$ cat src/hw/rtl/ttd_pkg.sv
// ttd_pkg: shared types and constants for the tap tempo block
// word layouts of the channels, register codes and sequencer states
// no dependencies
`default_nettype none

package ttd_pkg;

    // field widths
    localparam int TIMER_W   = 16;
    localparam int TICK_W    = 8;
    localparam int INTEG_W   = 8;
    localparam int TA_W      = 3;
    localparam int TC_W      = 4;
    localparam int CFG_IDX_W = 2;
    localparam int CFG_DAT_W = 16;

    // default history depth
    localparam int MAX_TAPS_DEF = 4;

    // divider retires this many quotient bits per cycle
    localparam int DIV_BPS = 4;

    localparam logic [TIMER_W-1:0] CLAMP_MARGIN = 16'd10;
    localparam logic [TIMER_W-1:0] TIMER_MAX    = 16'hFFFF;

    // register reset values
    localparam logic [INTEG_W-1:0] DEBOUNCE_LIMIT_RST   = 8'd10;
    localparam logic [TIMER_W-1:0] TAP_TIMEOUT_RST      = 16'd1182;
    localparam logic [TIMER_W-1:0] LONG_PRESS_LIMIT_RST = 16'd1000;
    localparam logic [TA_W-1:0]    TAPS_AVERAGED_RST    = 3'd4;

    typedef enum logic [CFG_IDX_W-1:0] {
        REG_DEBOUNCE_LIMIT   = 2'd0,
        REG_TAP_TIMEOUT      = 2'd1,
        REG_LONG_PRESS_LIMIT = 2'd2,
        REG_TAPS_AVERAGED    = 2'd3
    } t_cfg_reg;

    typedef struct packed {
        logic              switch_raw;
        logic [TICK_W-1:0] tap_ticks;
        logic [TICK_W-1:0] hold_ticks;
        logic              feedback_active;
    } t_in_word;

    typedef struct packed {
        logic [TIMER_W-1:0] delay_time;
        logic               delay_updated;
        logic               long_press;
        logic               double_press_pulse;
        logic               switch_down;
    } t_out_word;

    typedef struct packed {
        logic [CFG_IDX_W-1:0] reg_index;
        logic [CFG_DAT_W-1:0] wdata;
    } t_cfg_word;

    typedef enum logic [3:0] {
        ST_IDLE,
        ST_TIMER,
        ST_DECIDE,
        ST_CLAMP,
        ST_GROW,
        ST_SLIDE_RD,
        ST_SLIDE_WR,
        ST_SLIDE_LAST,
        ST_DIV,
        ST_FINISH
    } t_state;

endpackage

`default_nettype wire

$ cat src/hw/rtl/ttd_if.sv
// valid/ready channel interfaces of the tap tempo block
// poll input, result output and register write channels
// depends on ttd_pkg
`default_nettype none

interface ttd_in_if import ttd_pkg::*; ();
    logic     valid;
    logic     ready;
    t_in_word data;
    modport source (output valid, output data, input ready);
    modport sink   (input valid, input data, output ready);
endinterface

interface ttd_out_if import ttd_pkg::*; ();
    logic      valid;
    logic      ready;
    t_out_word data;
    modport source (output valid, output data, input ready);
    modport sink   (input valid, input data, output ready);
endinterface

interface ttd_cfg_if import ttd_pkg::*; ();
    logic      valid;
    logic      ready;
    t_cfg_word data;
    modport source (output valid, output data, input ready);
    modport sink   (input valid, input data, output ready);
endinterface

`default_nettype wire

$ cat src/hw/rtl/tap_tempo_debounced.sv
// tap_tempo_debounced: tap tempo switch with integrator debounce
// top level, sequencer, interval history memory and shared sum/divide unit
// depends on ttd_pkg and the channel interfaces in ttd_if.sv
//
// usage:
//   i_in takes one word per switch poll (raw level, tap and hold ticks,
//   feedback flag); o_out returns exactly one result word per poll.
//   i_cfg writes the four registers by index; it is always ready. Write it
//   only while the block is idle; the block itself does not enforce this.
// timing:
//   a poll with no tap recorded passes timer and decide and loads its
//   result word in finish. a recorded tap while the history grows
//   passes clamp, grow and the divide steps; once the window slides it
//   passes clamp, a read and a write state per history entry moved, the
//   last write and the divide steps, one entry copied per read/write
//   pair; the divider retires 4 quotient bits per cycle. i_in.ready is
//   high only in idle, the cycle after a result word loads.
// reset:
//   synchronous, active low; config registers return to their defaults, the
//   history reads as zero (valid bits cleared), tap count goes to one.
// stall:
//   the result sits in an output register; the next poll is accepted while
//   it waits, and that poll's result holds in the sequencer until the
//   output register is taken.
`default_nettype none

module tap_tempo_debounced
    import ttd_pkg::*;
#(
    parameter int MAX_TAPS = MAX_TAPS_DEF
) (
    input  wire        i_clk,
    input  wire        i_rst_n,
    ttd_in_if.sink     i_in,
    ttd_out_if.source  o_out,
    ttd_cfg_if.sink    i_cfg
);

    // window never exceeds what the 3-bit averaging count can ask for
    localparam int TA_MAX    = (1 << TA_W) - 1;
    localparam int MAX_N     = (MAX_TAPS < TA_MAX) ? MAX_TAPS : TA_MAX;
    localparam int AW        = (MAX_TAPS > 1) ? $clog2(MAX_TAPS) : 1;
    localparam int SUM_W     = TIMER_W + $clog2(MAX_N);
    localparam int DIV_STEPS = (SUM_W + DIV_BPS - 1) / DIV_BPS;
    localparam int DQ_W      = DIV_STEPS * DIV_BPS;
    localparam int DSC_W     = $clog2(DIV_STEPS);
    localparam int CW        = ((AW > TA_W) ? AW : TA_W) + 1;

    // configuration registers
    logic [INTEG_W-1:0] r_debounce_limit;
    logic [TIMER_W-1:0] r_tap_timeout;
    logic [TIMER_W-1:0] r_long_press_limit;
    logic [TA_W-1:0]    r_taps_averaged;

    // latched poll
    logic               r_sw;
    logic               r_fb;
    logic [TICK_W-1:0]  r_tticks;
    logic [TICK_W-1:0]  r_hticks;

    // tap tempo state
    t_state             r_state, n_state;
    logic [INTEG_W-1:0] r_integ;
    logic               r_pressed;
    logic [TIMER_W-1:0] r_itimer;
    logic [TC_W-1:0]    r_tap_count;
    logic [SUM_W-1:0]   r_sum;
    logic [TIMER_W-1:0] r_avg;
    logic               r_fresh;
    logic [TIMER_W-1:0] r_htimer;
    logic               r_hold_started;
    logic               r_hold_flag;
    logic               r_pulse;
    logic               r_grow;
    logic [AW-1:0]      r_idx;

    // history memory, valid bits stand in for the zero reset
    logic [TIMER_W-1:0] r_hist [MAX_TAPS];
    logic [MAX_TAPS-1:0] r_hvalid;
    logic [TIMER_W-1:0] r_rd_data;
    logic               r_rd_valid;

    // divider
    logic [TA_W-1:0]    r_div;
    logic [DQ_W-1:0]    r_quo;
    logic [TA_W-1:0]    r_rem;
    logic [DSC_W-1:0]   r_dstep;

    // output register
    logic               r_out_valid;
    t_out_word          r_out_word;

    // combinational signals
    logic [TA_W-1:0]    win_n;
    logic [TA_W-1:0]    win_n_m1;
    logic [TIMER_W:0]   it_sum;
    logic [TIMER_W:0]   ht_sum;
    logic [TIMER_W-1:0] it_sat;
    logic [TIMER_W-1:0] ht_sat;
    logic [TIMER_W-1:0] clamp_val;
    logic [TIMER_W-1:0] it_clamped;
    logic               tap_grow;
    logic               dec_new_seq;
    logic               dec_tap;
    logic               dec_release;
    logic               hf_eff;
    logic [TIMER_W-1:0] ht_eff;
    logic               hold_hit;
    logic [TIMER_W-1:0] rd_val;
    logic [TIMER_W-1:0] add_op;
    logic [SUM_W-1:0]   sum_add;
    logic               slide_more;
    logic [DQ_W-1:0]    quo_n;
    logic [TA_W-1:0]    rem_n;
    logic [TA_W:0]      trial;
    logic               in_accept;
    logic               out_load;
    logic               mem_we;
    logic [AW-1:0]      mem_waddr;
    logic [TIMER_W-1:0] mem_wdata;
    logic [AW-1:0]      mem_raddr;

    assign in_accept = i_in.valid & i_in.ready;

    // window size: zero acts as one, large values clip to the depth
    always_comb begin
        if (r_taps_averaged == '0) begin
            win_n = TA_W'(1);
        end else if (int'(r_taps_averaged) > MAX_N) begin
            win_n = TA_W'(MAX_N);
        end else begin
            win_n = r_taps_averaged;
        end
        win_n_m1 = win_n - TA_W'(1);
    end

    // saturating timers
    always_comb begin
        it_sum = {1'b0, r_itimer} + {{(TIMER_W + 1 - TICK_W){1'b0}}, r_tticks};
        ht_sum = {1'b0, r_htimer} + {{(TIMER_W + 1 - TICK_W){1'b0}}, r_hticks};
        it_sat = it_sum[TIMER_W] ? TIMER_MAX : it_sum[TIMER_W-1:0];
        ht_sat = ht_sum[TIMER_W] ? TIMER_MAX : ht_sum[TIMER_W-1:0];
    end

    // branch of the poll, taken from the updated timers and integrator
    always_comb begin
        dec_new_seq = (r_integ == '0) && (r_itimer >= r_tap_timeout);
        dec_tap     = (r_integ == '0) && (r_itimer < r_tap_timeout) &&
                      !r_hold_flag && !r_pressed;
        dec_release = (r_integ != '0) && (r_integ >= r_debounce_limit);
        // a new hold restarts the hold timer before the long press check
        hf_eff      = r_hold_started ? r_hold_flag : 1'b0;
        ht_eff      = r_hold_started ? r_htimer : '0;
        hold_hit    = (ht_eff >= r_long_press_limit) && !hf_eff;
    end

    // interval clamp to timeout minus margin
    always_comb begin
        clamp_val  = (r_tap_timeout >= CLAMP_MARGIN) ? r_tap_timeout - CLAMP_MARGIN : '0;
        it_clamped = (r_itimer >= clamp_val) ? clamp_val : r_itimer;
        tap_grow   = r_tap_count <= {{(TC_W - TA_W){1'b0}}, win_n};
    end

    // shared accumulate adder
    assign rd_val  = r_rd_valid ? r_rd_data : '0;
    assign add_op  = (r_state == ST_SLIDE_WR) ? rd_val : r_itimer;
    assign sum_add = r_sum + {{(SUM_W - TIMER_W){1'b0}}, add_op};

    assign slide_more = ({{(CW - AW){1'b0}}, r_idx} + CW'(2)) <
                        {{(CW - TA_W){1'b0}}, win_n};

    // restoring divider, a few quotient bits per cycle
    always_comb begin
        rem_n = r_rem;
        quo_n = r_quo;
        trial = '0;
        for (int k = 0; k < DIV_BPS; k++) begin
            trial = {rem_n, quo_n[DQ_W-1]};
            quo_n = {quo_n[DQ_W-2:0], 1'b0};
            if (trial >= {1'b0, r_div}) begin
                trial    = trial - {1'b0, r_div};
                quo_n[0] = 1'b1;
            end
            rem_n = trial[TA_W-1:0];
        end
    end

    // next state
    always_comb begin
        n_state = r_state;
        case (r_state)
            ST_IDLE: begin
                if (in_accept) n_state = ST_TIMER;
            end
            ST_TIMER: n_state = ST_DECIDE;
            ST_DECIDE: begin
                if (dec_tap) n_state = ST_CLAMP;
                else         n_state = ST_FINISH;
            end
            ST_CLAMP: begin
                if (tap_grow)             n_state = ST_GROW;
                else if (win_n > TA_W'(1)) n_state = ST_SLIDE_RD;
                else                      n_state = ST_SLIDE_LAST;
            end
            ST_GROW:     n_state = ST_DIV;
            ST_SLIDE_RD: n_state = ST_SLIDE_WR;
            ST_SLIDE_WR: begin
                if (slide_more) n_state = ST_SLIDE_RD;
                else            n_state = ST_SLIDE_LAST;
            end
            ST_SLIDE_LAST: n_state = ST_DIV;
            ST_DIV: begin
                if (r_dstep == '0) n_state = ST_FINISH;
            end
            ST_FINISH: begin
                if (out_load) n_state = ST_IDLE;
            end
            default: n_state = ST_IDLE;
        endcase
    end

    // control outputs of the sequencer
    always_comb begin
        i_in.ready  = 1'b0;
        i_cfg.ready = 1'b1;
        out_load    = 1'b0;
        mem_we      = 1'b0;
        mem_waddr   = '0;
        mem_wdata   = r_itimer;
        mem_raddr   = '0;
        case (r_state)
            ST_IDLE: i_in.ready = 1'b1;
            ST_GROW: begin
                mem_we    = 1'b1;
                mem_waddr = AW'(r_tap_count - TC_W'(1));
            end
            ST_SLIDE_RD: mem_raddr = AW'({{(CW - AW){1'b0}}, r_idx} + CW'(1));
            ST_SLIDE_WR: begin
                mem_we    = 1'b1;
                mem_waddr = r_idx;
                mem_wdata = rd_val;
            end
            ST_SLIDE_LAST: begin
                mem_we    = 1'b1;
                mem_waddr = AW'(win_n_m1);
            end
            ST_FINISH: out_load = !r_out_valid || o_out.ready;
            default: ;
        endcase
    end

    assign o_out.valid = r_out_valid;
    assign o_out.data  = r_out_word;

    // history memory
    always_ff @(posedge i_clk) begin
        if (mem_we) r_hist[mem_waddr] <= mem_wdata;
        r_rd_data  <= r_hist[mem_raddr];
        r_rd_valid <= r_hvalid[mem_raddr];
    end

    // configuration registers
    always_ff @(posedge i_clk) begin
        if (!i_rst_n) begin
            r_debounce_limit   <= DEBOUNCE_LIMIT_RST;
            r_tap_timeout      <= TAP_TIMEOUT_RST;
            r_long_press_limit <= LONG_PRESS_LIMIT_RST;
            r_taps_averaged    <= TAPS_AVERAGED_RST;
        end else if (i_cfg.valid && i_cfg.ready) begin
            case (t_cfg_reg'(i_cfg.data.reg_index))
                REG_DEBOUNCE_LIMIT:   r_debounce_limit   <= i_cfg.data.wdata[INTEG_W-1:0];
                REG_TAP_TIMEOUT:      r_tap_timeout      <= i_cfg.data.wdata[TIMER_W-1:0];
                REG_LONG_PRESS_LIMIT: r_long_press_limit <= i_cfg.data.wdata[TIMER_W-1:0];
                REG_TAPS_AVERAGED:    r_taps_averaged    <= i_cfg.data.wdata[TA_W-1:0];
                default: ;
            endcase
        end
    end

    // poll latch and divider working registers, no reset needed
    always_ff @(posedge i_clk) begin
        if (in_accept) begin
            r_sw     <= i_in.data.switch_raw;
            r_fb     <= i_in.data.feedback_active;
            r_tticks <= i_in.data.tap_ticks;
            r_hticks <= i_in.data.hold_ticks;
        end
        case (r_state)
            ST_CLAMP: r_idx <= '0;
            ST_SLIDE_WR: r_idx <= r_idx + AW'(1);
            ST_GROW: begin
                r_div   <= r_tap_count[TA_W-1:0];
                r_quo   <= DQ_W'(sum_add);
                r_rem   <= '0;
                r_dstep <= DSC_W'(DIV_STEPS - 1);
            end
            ST_SLIDE_LAST: begin
                r_div   <= win_n;
                r_quo   <= DQ_W'(sum_add);
                r_rem   <= '0;
                r_dstep <= DSC_W'(DIV_STEPS - 1);
            end
            ST_DIV: begin
                r_quo   <= quo_n;
                r_rem   <= rem_n;
                r_dstep <= r_dstep - DSC_W'(1);
            end
            default: ;
        endcase
    end

    // sequencer and tap tempo state
    always_ff @(posedge i_clk) begin
        if (!i_rst_n) begin
            r_state        <= ST_IDLE;
            r_integ        <= '0;
            r_pressed      <= 1'b0;
            r_itimer       <= '0;
            r_tap_count    <= TC_W'(1);
            r_sum          <= '0;
            r_avg          <= '0;
            r_fresh        <= 1'b0;
            r_htimer       <= '0;
            r_hold_started <= 1'b0;
            r_hold_flag    <= 1'b0;
            r_pulse        <= 1'b0;
            r_grow         <= 1'b0;
            r_hvalid       <= '0;
            r_out_valid    <= 1'b0;
        end else begin
            r_state <= n_state;
            // a load refills the output register in the cycle it drains
            if (out_load) r_out_valid <= 1'b1;
            else if (o_out.ready) r_out_valid <= 1'b0;
            if (mem_we) r_hvalid[mem_waddr] <= 1'b1;
            case (r_state)
                ST_TIMER: begin
                    r_itimer <= it_sat;
                    r_htimer <= ht_sat;
                    r_pulse  <= 1'b0;
                    if (!r_sw) begin
                        if (r_integ != '0) r_integ <= r_integ - INTEG_W'(1);
                    end else if (r_integ < r_debounce_limit) begin
                        r_integ <= r_integ + INTEG_W'(1);
                    end
                end
                ST_DECIDE: begin
                    if (dec_new_seq) begin
                        // press after the timeout: start a new tap sequence
                        r_pressed      <= 1'b1;
                        r_itimer       <= '0;
                        r_tap_count    <= TC_W'(1);
                        r_sum          <= '0;
                        r_fresh        <= 1'b0;
                        r_hvalid       <= '0;
                        r_hold_started <= 1'b1;
                        if (hold_hit) begin
                            r_htimer    <= r_long_press_limit;
                            r_hold_flag <= !r_fb;
                            r_pulse     <= r_fb;
                        end else begin
                            r_htimer    <= ht_eff;
                            r_hold_flag <= hf_eff;
                        end
                    end else if (dec_tap) begin
                        r_pressed <= 1'b1;
                    end else if (dec_release) begin
                        r_pressed      <= 1'b0;
                        r_hold_flag    <= 1'b0;
                        r_htimer       <= '0;
                        r_hold_started <= 1'b0;
                        r_integ        <= r_debounce_limit;
                    end
                end
                ST_CLAMP: begin
                    r_itimer <= it_clamped;
                    r_grow   <= tap_grow;
                    if (!tap_grow) r_sum <= '0;
                end
                ST_GROW, ST_SLIDE_WR, ST_SLIDE_LAST: r_sum <= sum_add;
                ST_DIV: begin
                    if (r_dstep == '0) begin
                        r_avg    <= quo_n[TIMER_W-1:0];
                        r_fresh  <= 1'b1;
                        r_itimer <= '0;
                        if (r_grow) r_tap_count <= r_tap_count + TC_W'(1);
                    end
                end
                default: ;
            endcase
        end
    end

    // result word, captured when the output register is free
    always_ff @(posedge i_clk) begin
        if (out_load) begin
            r_out_word.delay_time         <= r_avg;
            r_out_word.delay_updated      <= r_fresh;
            r_out_word.long_press         <= r_hold_flag;
            r_out_word.double_press_pulse <= r_pulse;
            r_out_word.switch_down        <= r_pressed;
        end
    end

    // checks

    // the divider never runs against a zero divisor
    a_div_nonzero: assert property (@(posedge i_clk) disable iff (!i_rst_n)
        r_state == ST_DIV |-> r_div != '0)
        else $error("divide with zero divisor");

    // tap count stays within one past the deepest window
    a_tap_count_range: assert property (@(posedge i_clk) disable iff (!i_rst_n)
        r_tap_count != '0 && int'(r_tap_count) <= MAX_N + 1)
        else $error("tap count out of range");

    // a double press pulse only comes from a held, latched press
    a_pulse_pressed: assert property (@(posedge i_clk) disable iff (!i_rst_n)
        o_out.valid && o_out.data.double_press_pulse |-> o_out.data.switch_down)
        else $error("double press pulse without a press");

    // a finished word is never dropped while the output register is full
    a_no_overwrite: assert property (@(posedge i_clk) disable iff (!i_rst_n)
        r_state == ST_FINISH && r_out_valid && !o_out.ready |=> r_state == ST_FINISH)
        else $error("result left finish while output stalled");

endmodule

`default_nettype wire
$ cat src/flat_wrapper.sv
// flat-port wrapper written by rule: the top's interface ports become plain ports
module tap_tempo_debounced_flat import ttd_pkg::*;
#(
    parameter int MAX_TAPS = MAX_TAPS_DEF
)
  (i_clk, i_rst_n, i_in_valid, i_in_data, i_in_ready, o_out_valid, o_out_data, o_out_ready, i_cfg_valid, i_cfg_data, i_cfg_ready);
  ttd_in_if i_in_i ();
  ttd_out_if o_out_i ();
  ttd_cfg_if i_cfg_i ();
  input  wire i_clk;
  input  wire i_rst_n;
  input wire logic [$bits(i_in_i.valid)-1:0] i_in_valid;
  input wire logic [$bits(i_in_i.data)-1:0] i_in_data;
  output wire logic [$bits(i_in_i.ready)-1:0] i_in_ready;
  output wire logic [$bits(o_out_i.valid)-1:0] o_out_valid;
  output wire logic [$bits(o_out_i.data)-1:0] o_out_data;
  input wire logic [$bits(o_out_i.ready)-1:0] o_out_ready;
  input wire logic [$bits(i_cfg_i.valid)-1:0] i_cfg_valid;
  input wire logic [$bits(i_cfg_i.data)-1:0] i_cfg_data;
  output wire logic [$bits(i_cfg_i.ready)-1:0] i_cfg_ready;
  assign i_in_i.valid = i_in_valid;
  assign i_in_i.data = i_in_data;
  assign i_in_ready = i_in_i.ready;
  assign o_out_valid = o_out_i.valid;
  assign o_out_data = o_out_i.data;
  assign o_out_i.ready = o_out_ready;
  assign i_cfg_i.valid = i_cfg_valid;
  assign i_cfg_i.data = i_cfg_data;
  assign i_cfg_ready = i_cfg_i.ready;
  tap_tempo_debounced #(.MAX_TAPS(MAX_TAPS)) u_core (.i_clk(i_clk), .i_rst_n(i_rst_n), .i_in(i_in_i), .o_out(o_out_i), .i_cfg(i_cfg_i));
endmodule
$ cat config.mk
export PLATFORM = sky130hd
export DESIGN_NAME = tap_tempo_debounced_flat
export DESIGN_NICKNAME = d
export VERILOG_FILES = /design/src/hw/rtl/ttd_pkg.sv /design/src/hw/rtl/ttd_if.sv /design/src/hw/rtl/tap_tempo_debounced.sv /design/src/flat_wrapper.sv
export SDC_FILE = /design/constraint.sdc
export NUM_CORES = 1
export LEC_CHECK = 0
export BUFFER_PORTS_ARGS = -buffer_cell sky130_fd_sc_hd__buf_2
export CAP_MARGIN = 20
export CORE_ASPECT_RATIO = 2
export CORE_MARGIN = 2
export CORE_UTILIZATION = 33
export DETAILED_ROUTE_END_ITERATION = 12
export GPL_TIMING_DRIVEN = 1
export PLACE_DENSITY_LB_ADDON = 0.12
export SYNTH_ARGS = -nofsm -noshare
export SYNTH_HDL_FRONTEND = slang
export SYNTH_SLANG_ARGS = --single-unit
export TNS_END_PERCENT = 10
$ cat constraint.sdc
create_clock -name i_clk -period 6 [get_ports i_clk]
set_input_delay 0.9 -clock i_clk [delete_from_list [all_inputs] [get_ports i_clk]]
set_output_delay 0.9 -clock i_clk [all_outputs]
set_load 0.01 [all_outputs]
==> results by group, run 1 <==
Synthesis
  – Top cell type's share of synthesized area: 0.2596
  – Synth cell types: 92
  – Mapped Nets: roughly 1,700
  – Syn Inst Count: ~1,600
  – Seq/Total Area, Yosys: 0.4587
  – Synth top area cells: edfxtp_1 26%, dfxtp_1 20%, ha_1 9.4%
  – Top-count cell post-synth: nand2_1
  – Mapped cell area: about 15,000 um^2
  – Top cells by instance count after synthesis: 208 x nand2_1, 153 x dfxtp_1, 133 x edfxtp_1
  – Top FF cell, synth: dfxtp_1
  – Ys async rst share: 0
  – Synth Area per Inst: about 9.8 um^2
  – Synth Warn #: 0
  – Yosys reg bits: ~290
  – Top cell type by total area after synthesis: edfxtp_1
  – Post-synth EDFFs: 133

Final layout
  – Register area: ~7100 um^2
  – Layout cells sized above 1: 0.1285
  – Area grow syn2layout: 13.45%
  – Layout Nets: around 1,800
  – Final Instance Count excl. Fillers: around 2,300
  – Area of the multi-input gates: 7790 um^2
  – Number of fill cells: around 4,700
  – Final Cell Area: 17,450 um^2
  – Diode count: 0

Pwr
  – Pleak: about 6.7 nW
  – Worst VDD drop: 234.7 uV
  – Power Total: approximately 0.0064 W
  – P per Cell Area: between 300 and 400 nW/um^2

Placed design
  – # port buffers: 62
  – RD Place Congestion: slightly below 0.9
  – Post-DP HPWL: around 35,000 um
  – Dpl cells: 2,220
  – Placed inst area: roughly 16,000 um^2
  – Place WS: -103.1 ps

Global route
  – Vias in the first global route: 12,130
  – Grt ovf: 0
  – Antenna violations before repair: 0
  – Largest net degree at the start of global routing: 59
  – Total GRT Usage: 0.1924
  – Global-route wire length before repair: 70,130 um

STA
  – Final critical-path required period: 5644 ps
  – Relative slew slack: 0.2672
  – Setup ws final: 355.9 ps
  – Period utilisation layout: 0.9407
  – Final setup violation count: 0
  – Fmax achieved: 0.1772 GHz
  – Final slew viol count: 0
  – Slew @ Worst Pin: 1088 ps
  – Hold Fails Final Rpt: 0
  – Skew final: roughly 12 ps

Worst setup path
  – Worst reg2reg setup slack: around 360 ps
  – CP max stage delay: roughly 470 ps
  – CP startpoint kind: flip-flop
  – Crit-path max FO: 8
  – Setup Crit Path Kind: flip-flop to flip-flop
  – Worst r2r path cells: 26
  – Worst setup endpoint: u_core.r_rem[2]
  – R2R Path End: u_core.r_rem[2]
  – Most frequent CP cell: ha_1
  – WP data arrival: a little under 6000 ps
  – Critical path's slowest cell: a311oi_4
  – R2r startpoint: u_core.r_quo[19]
  – Critical Path Start: u_core.r_quo[19]
  – Crit end category: flip-flop
  – CP Data Required Time: between 6000 and 7000 ps

Clock network
  – Num CTS Buffers: 29
  – Clock tree from TritonCTS: done
  – Clk slew on worst S/H paths: around 70 ps
  – Clock sink total: between 200 and 300
  – Cts hold-fix bufs: 0
  – Htree depth: 1
  – Longest Clk Path Bufs: 3
  – Skew-Pair Late Insertion Delay: between 500 and 600 ps
  – Clk root buf: clkbuf_16

Routing
  – DR iter-0 viols: 501
  – Routed Antenna Nets: 0
  – DRT Pass-1 Iters: 5
  – Vias: 11,880
  – Drt wl/cell: 20.30 um
  – Drt drc: 0
  – Drt total wl: between 40,000 and 50,000 um
  – Via/cell ratio: approximately 5.2

Flow run
  – Number of max-cap violations: 0

Min path
  – Worst hold path class: flip-flop to flip-flop
  – WHS Path Cells: 0
  – Hold Startpoint: u_core.r_avg[5]

Die
  – FP Rows: 111
  – Die width: 156.7 um
  – Top Ports: 64
  – Die ar.: just under 50,000 um^2
  – Initial Util: 0.3346
  – Core Area: around 46,000 um^2
  – Die Y: between 300 and 400 um

Outcome
  – Outcome: complete, no violations
==> flip-flops by register name (all words and copies together), names as in the netlist, 2 cells and up <==
name                       cells
u_core.o_out.data             20
u_core.r_avg                  16
u_core.r_debounce_limit        8
u_core.r_div                   3
u_core.r_dstep                 3
u_core.r_hist                 64
u_core.r_hticks                8
u_core.r_htimer               16
u_core.r_hvalid                4
u_core.r_idx                   2
u_core.r_integ                 8
u_core.r_itimer               16
u_core.r_long_press_limit     16
u_core.r_quo                  20
u_core.r_rd_data              16
u_core.r_rem                   3
u_core.r_state                 4
u_core.r_sum                  18
u_core.r_tap_count             4
u_core.r_tap_timeout          16
u_core.r_taps_averaged         3
u_core.r_tticks                8
==> layout make-up <==
type                       count  share of cell area
clock buffer                  33             0.04359
clock inverter                20            0.009391
inverter                      81             0.01742
multi-input combinational   1140              0.4463
sequential                   286              0.4043
tap                          621             0.04452
timing repair buffer          98             0.03441
==> layout by cell type (no fill, tap or decap), drive strengths merged, types with 11 or more instances in the layout <==
cell type / synthesis / layout
mux2i: 19 / 19
dfxtp: 153 / 153
nor3: 17 / 17
nor2b: 13 / 13
nand2: 211 / 211
clkinv: 1 / 12
xor2: 16 / 16
o21a: 11 / 11
nand4: 15 / 15
nor3b: 11 / 11
nand2b: 12 / 12
mux4: 17 / 17
buf: 19 / 97
o211ai: 24 / 24
clkbuf: 49 / 34
xnor2: 34 / 34
nor2: 122 / 122
a21o: 22 / 22
a21oi: 124 / 124
nand3: 46 / 46
o21ai: 91 / 91
a211oi: 17 / 17
ha: 115 / 115
a31oi: 33 / 33
inv: 80 / 84
and3: 12 / 12
and2: 25 / 25
edfxtp: 133 / 133
==> worst max-delay path, delay by kind of cell (launching register included) <==
| kind | cells | cell delay [ps] |
|---|---|---|
| mux | 2 | 430 |
| buf+inv | 3 | 180 |
| simple gates | 7 | 1150 |
| fa+ha+maj | 5 | 1370 |
| flops | 1 | 380 |
| compound gates | 9 | 1850 |
==> metal layers <==
layer	up-vias	track usage	wire, um
met4	0	0.09857	2612
met5	-	0	0
met1	5704	0.1815	15760
met2	231	0.3987	26740
met3	101	0.01537	1142
li1	5840	-	-
==> worst min path at each step <==
stage | slack (ps) | endpoint
after floorplan | 400 | u_core.o_out.data[4]
after global placement | 420 | u_core.o_out.data[17]
after detailed placement | 420 | u_core.o_out.data[11]
after CTS | 440 | u_core.o_out.data[11]
after global routing | 450 | u_core.o_out.data[11]
final | 440 | u_core.o_out.data[9]
==> stage by stage <==
| stage | TNS [ps] | util | hold WS [ps] |
|---|---|---|---|
| after floorplan | 0 | - | 403.0 |
| after global placement | 0 | 0.3577 | 415.7 |
| after detailed placement | -103.1 | 0.3577 | 420.8 |
| after CTS | 0 | 0.3781 | 437.8 |
| after global routing | -10.45 | 0.3797 | 445.1 |
| final | 0 | 0.3797 | 435.1 |
==> power by group <==
part | switching [W] | internal (W) | total [W]
logic | 0.00130 | 0.000806 | 0.00210
clock network | 0.000833 | 0.000967 | 0.00180
registers | 0.000230 | 0.00229 | 0.00252
==> kinds of logic (layout without fill, tap and decap cells) <==
kind of cell               after synthesis  in the layout  synth area share
muxes                                   40             40           0.04099
adders and majority gates              123            123            0.1039
buffers and inverters                  149            232           0.03847
other                                    1              1         0.0002438
and+or+nand+nor                        525            525            0.1604
AOI/OAI and AO/OA                      401            401            0.1688
DFF                                    286            286            0.4587
xor gates and xnor gates                50             50           0.02847
==> timing repair <==
action	in CTS	in global routing
pin swaps	1	3
resized for setup	0	6
cloned	0	0
buffers inserted	2	2
endpoints found under the setup margin	2	5
Power figures use the tool's default switching activity.
==> inputs of run 2 (changes only) <==
--- a/config.mk
+++ b/config.mk
@@ -5,6 +5,7 @@
 export SDC_FILE = /design/constraint.sdc
 export NUM_CORES = 1
 export LEC_CHECK = 0
+export ABC_AREA = 1
 export BUFFER_PORTS_ARGS = -buffer_cell sky130_fd_sc_hd__buf_2
 export CAP_MARGIN = 20
 export CORE_ASPECT_RATIO = 2
==> results by group, run 2 <==
Global route
  – Grt ovf: 0
  – GR Layer Usage met2: 0.2787
  – Met3 Resource Use GR: 0.01591
  – Vias in the first global route: 12,990
  – GRT busiest layer: met2
  – Largest net degree at the start of global routing: 56
  – GR Util met1: 0.2474
  – Antenna violations before repair: 0
  – Global-route wire length before repair: a little over 70,000 um
  – Total GRT Usage: 0.1723

Flow run
  – Number of max-cap violations: 0

Die
  – Core Area: slightly below 50,000 um^2
  – Initial Util: 0.3321
  – Die width: approximately 160 um
  – Top Ports: 64
  – Die Y: around 320 um
  – Die ar.: 51,130 um^2
  – FP Rows: between 100 and 150

Worst setup path
  – CP Data Required Time: between 6000 and 7000 ps
  – Crit end category: flip-flop
  – WP data arrival: approximately 5700 ps
  – CP max stage delay: ~470 ps
  – Critical path's slowest cell: fa_1
  – Delay-heaviest family, CP: compound AO/OA/AOI/OAI gates
  – Most frequent CP cell: nand2_1
  – CP Buf/Inv Count: 6
  – Setup Crit Path Kind: flip-flop to flip-flop
  – Crit-path max FO: 8
  – CP startpoint kind: flip-flop

Clock network
  – Skew-Pair Late Insertion Delay: approximately 600 ps
  – Postcts setup bufs: 0
  – PostCTS Resize Cnt: 0
  – Clk slew on worst S/H paths: 60 ps
  – Cts hold-fix bufs: 0
  – Clk root buf: clkbuf_16
  – Longest Clk Path Bufs: 3
  – Clock tree from TritonCTS: done
  – Htree depth: 1
  – Num CTS Buffers: 30
  – Clock sink total: 286

Synthesis
  – Top FF cell, synth: dfxtp_1
  – Top-count cell post-synth: nand2_1
  – Synth cell types: 52
  – Yosys reg bits: approximately 290
  – Mapped cell area: 16,250 um^2
  – Ys async rst share: 0
  – Top cells by instance count after synthesis: 546 x nand2_1, 248 x inv_1, 179 x a21oi_1
  – Mapped Nets: 2,255
  – Top cell type's share of synthesized area: 0.2458
  – Syn Inst Count: 2,091
  – Seq/Total Area, Yosys: 0.4343
  – Synth top area cells: edfxtp_1 25%, dfxtp_1 19%, nand2_1 13%
  – Post-synth EDFFs: around 130
  – Top cell type by total area after synthesis: edfxtp_1
  – Synth Warn #: 0
  – Synth Area per Inst: 7.770 um^2

STA
  – Fmax achieved: 0.1874 GHz
  – Setup ws final: roughly 660 ps
  – Slew @ Worst Pin: ~940 ps
  – Skew final: 38.42 ps
  – Hold Fails Final Rpt: 0
  – Relative slew slack: 0.3731
  – Final setup violation count: 0
  – Final slew viol count: 0
  – Final critical-path required period: 5337 ps
  – RSZ-0062 raised after global routing: no
  – Setup TNS: 0 ps
  – Period utilisation layout: 0.8895

Pwr
  – P per Cell Area: between 400 and 500 nW/um^2
  – Worst VDD drop: around 300 uV
  – Pleak: 8.338 nW

Final layout
  – Diode count: 0
  – Most frequent cells in the layout: 546 x nand2_1, 248 x inv_1, 179 x a21oi_1
  – Area grow syn2layout: 12.75%
  – Layout Nets: 2,299
  – Layout cells sized above 1: 0.07642
  – Largest reg by FF count: u_core.r_hist
  – Largest register FFs: 64
  – Most common library cell in the layout ignoring fill and taps: nand2_1

Routing
  – Via/cell ratio: 4.844
  – Drt wl/cell: 15.82 um
  – Routed Antenna Nets: 0
  – Drt total wl: roughly 44,000 um
  – DR iter-0 viols: ~660
  – Drt drc: 0
  – DRT Pass-1 Iters: 6
  – Vias: 13,570

Outcome
  – Outcome: complete, no violations

Placed design
  – RD Place Congestion: between 0.8 and 0.9
  – Place WS: 601.5 ps
  – # port buffers: 62
  – Post-DP HPWL: ~32,000 um

Min path
  – Worst hold path class: flip-flop to flip-flop
## run 2: kinds of logic (layout without fill, tap and decap cells)
logic type,after synthesis,count (layout),synth area share
buf+inv,327,395,0.07901
other cells,1,1,0.0002308
xor+xnor,29,29,0.01563
flops,286,286,0.4343
simple gates,972,972,0.2523
fa+ha+maj,123,123,0.09842
compound gates,353,353,0.1201
## run 2: worst register-to-register path, delay by kind of cell, from the launching register on
kind / cells / cell delay (ps)
buf+inv: 6 / 470
simple gates: 14 / 1380
compound gates: 6 / 1400
flops: 1 / 430
fa+ha+maj: 4 / 1390
## run 2: per-layer routing
metal,vias to the layer above,share of wire
li1,7047,-
met1,6254,0.49
met2,224,0.46
met3,47,0.031
met4,0,0.020
met5,-,0
## run 2: worst paths after layout
kind | endpoint | start | slack [ps] | cells after the start
setup / recovery | u_core.r_rem[2] | u_core.r_div[1] | 660 | 30
hold / removal | u_core.o_out.data[9] | u_core.r_avg[5] | 430 | 0
setup reg to reg | u_core.r_rem[2] | u_core.r_div[1] | 660 | 30
hold reg to reg | u_core.o_out.data[9] | u_core.r_avg[5] | 430 | 0
## run 2: layout make-up
cell class | instances | area (um^2)
Clock buffer | 38 | 820.8
Clock inverter | 18 | 269.0
Fill cell | 5212 | 30600
Inverter | 259 | 974.7
Multi-Input combinational cell | 1478 | 7928
Sequential cell | 286 | 7057
Tap cell | 643 | 804.5
Timing Repair Buffer | 80 | 465.4
## run 2: power breakdown
group	internal [W]	leakage [nW]	total [W]	switching, W
registers	0.00235	2.48	0.00256	0.000218
logic	0.000923	5.32	0.00270	0.00177
clock network	0.00123	0.536	0.00207	0.000837
total	0.00450	8.34	0.00733	0.00283
## run 2: per-stage QoR
step	cells	power [W]	utilization	cell area [um^2]	hold WS, ps
final	2802	0.007328	0.3745	18320	433.1
after global routing	2802	0.007913	0.3745	18320	444.4
after CTS	2801	0.007430	0.3739	18290	433.4
after detailed placement	2745	0.005312	0.3516	17200	415.5
after global placement	2745	0.005308	0.3516	17200	413.9
after floorplan	2091	0.004628	-	16250	403.0
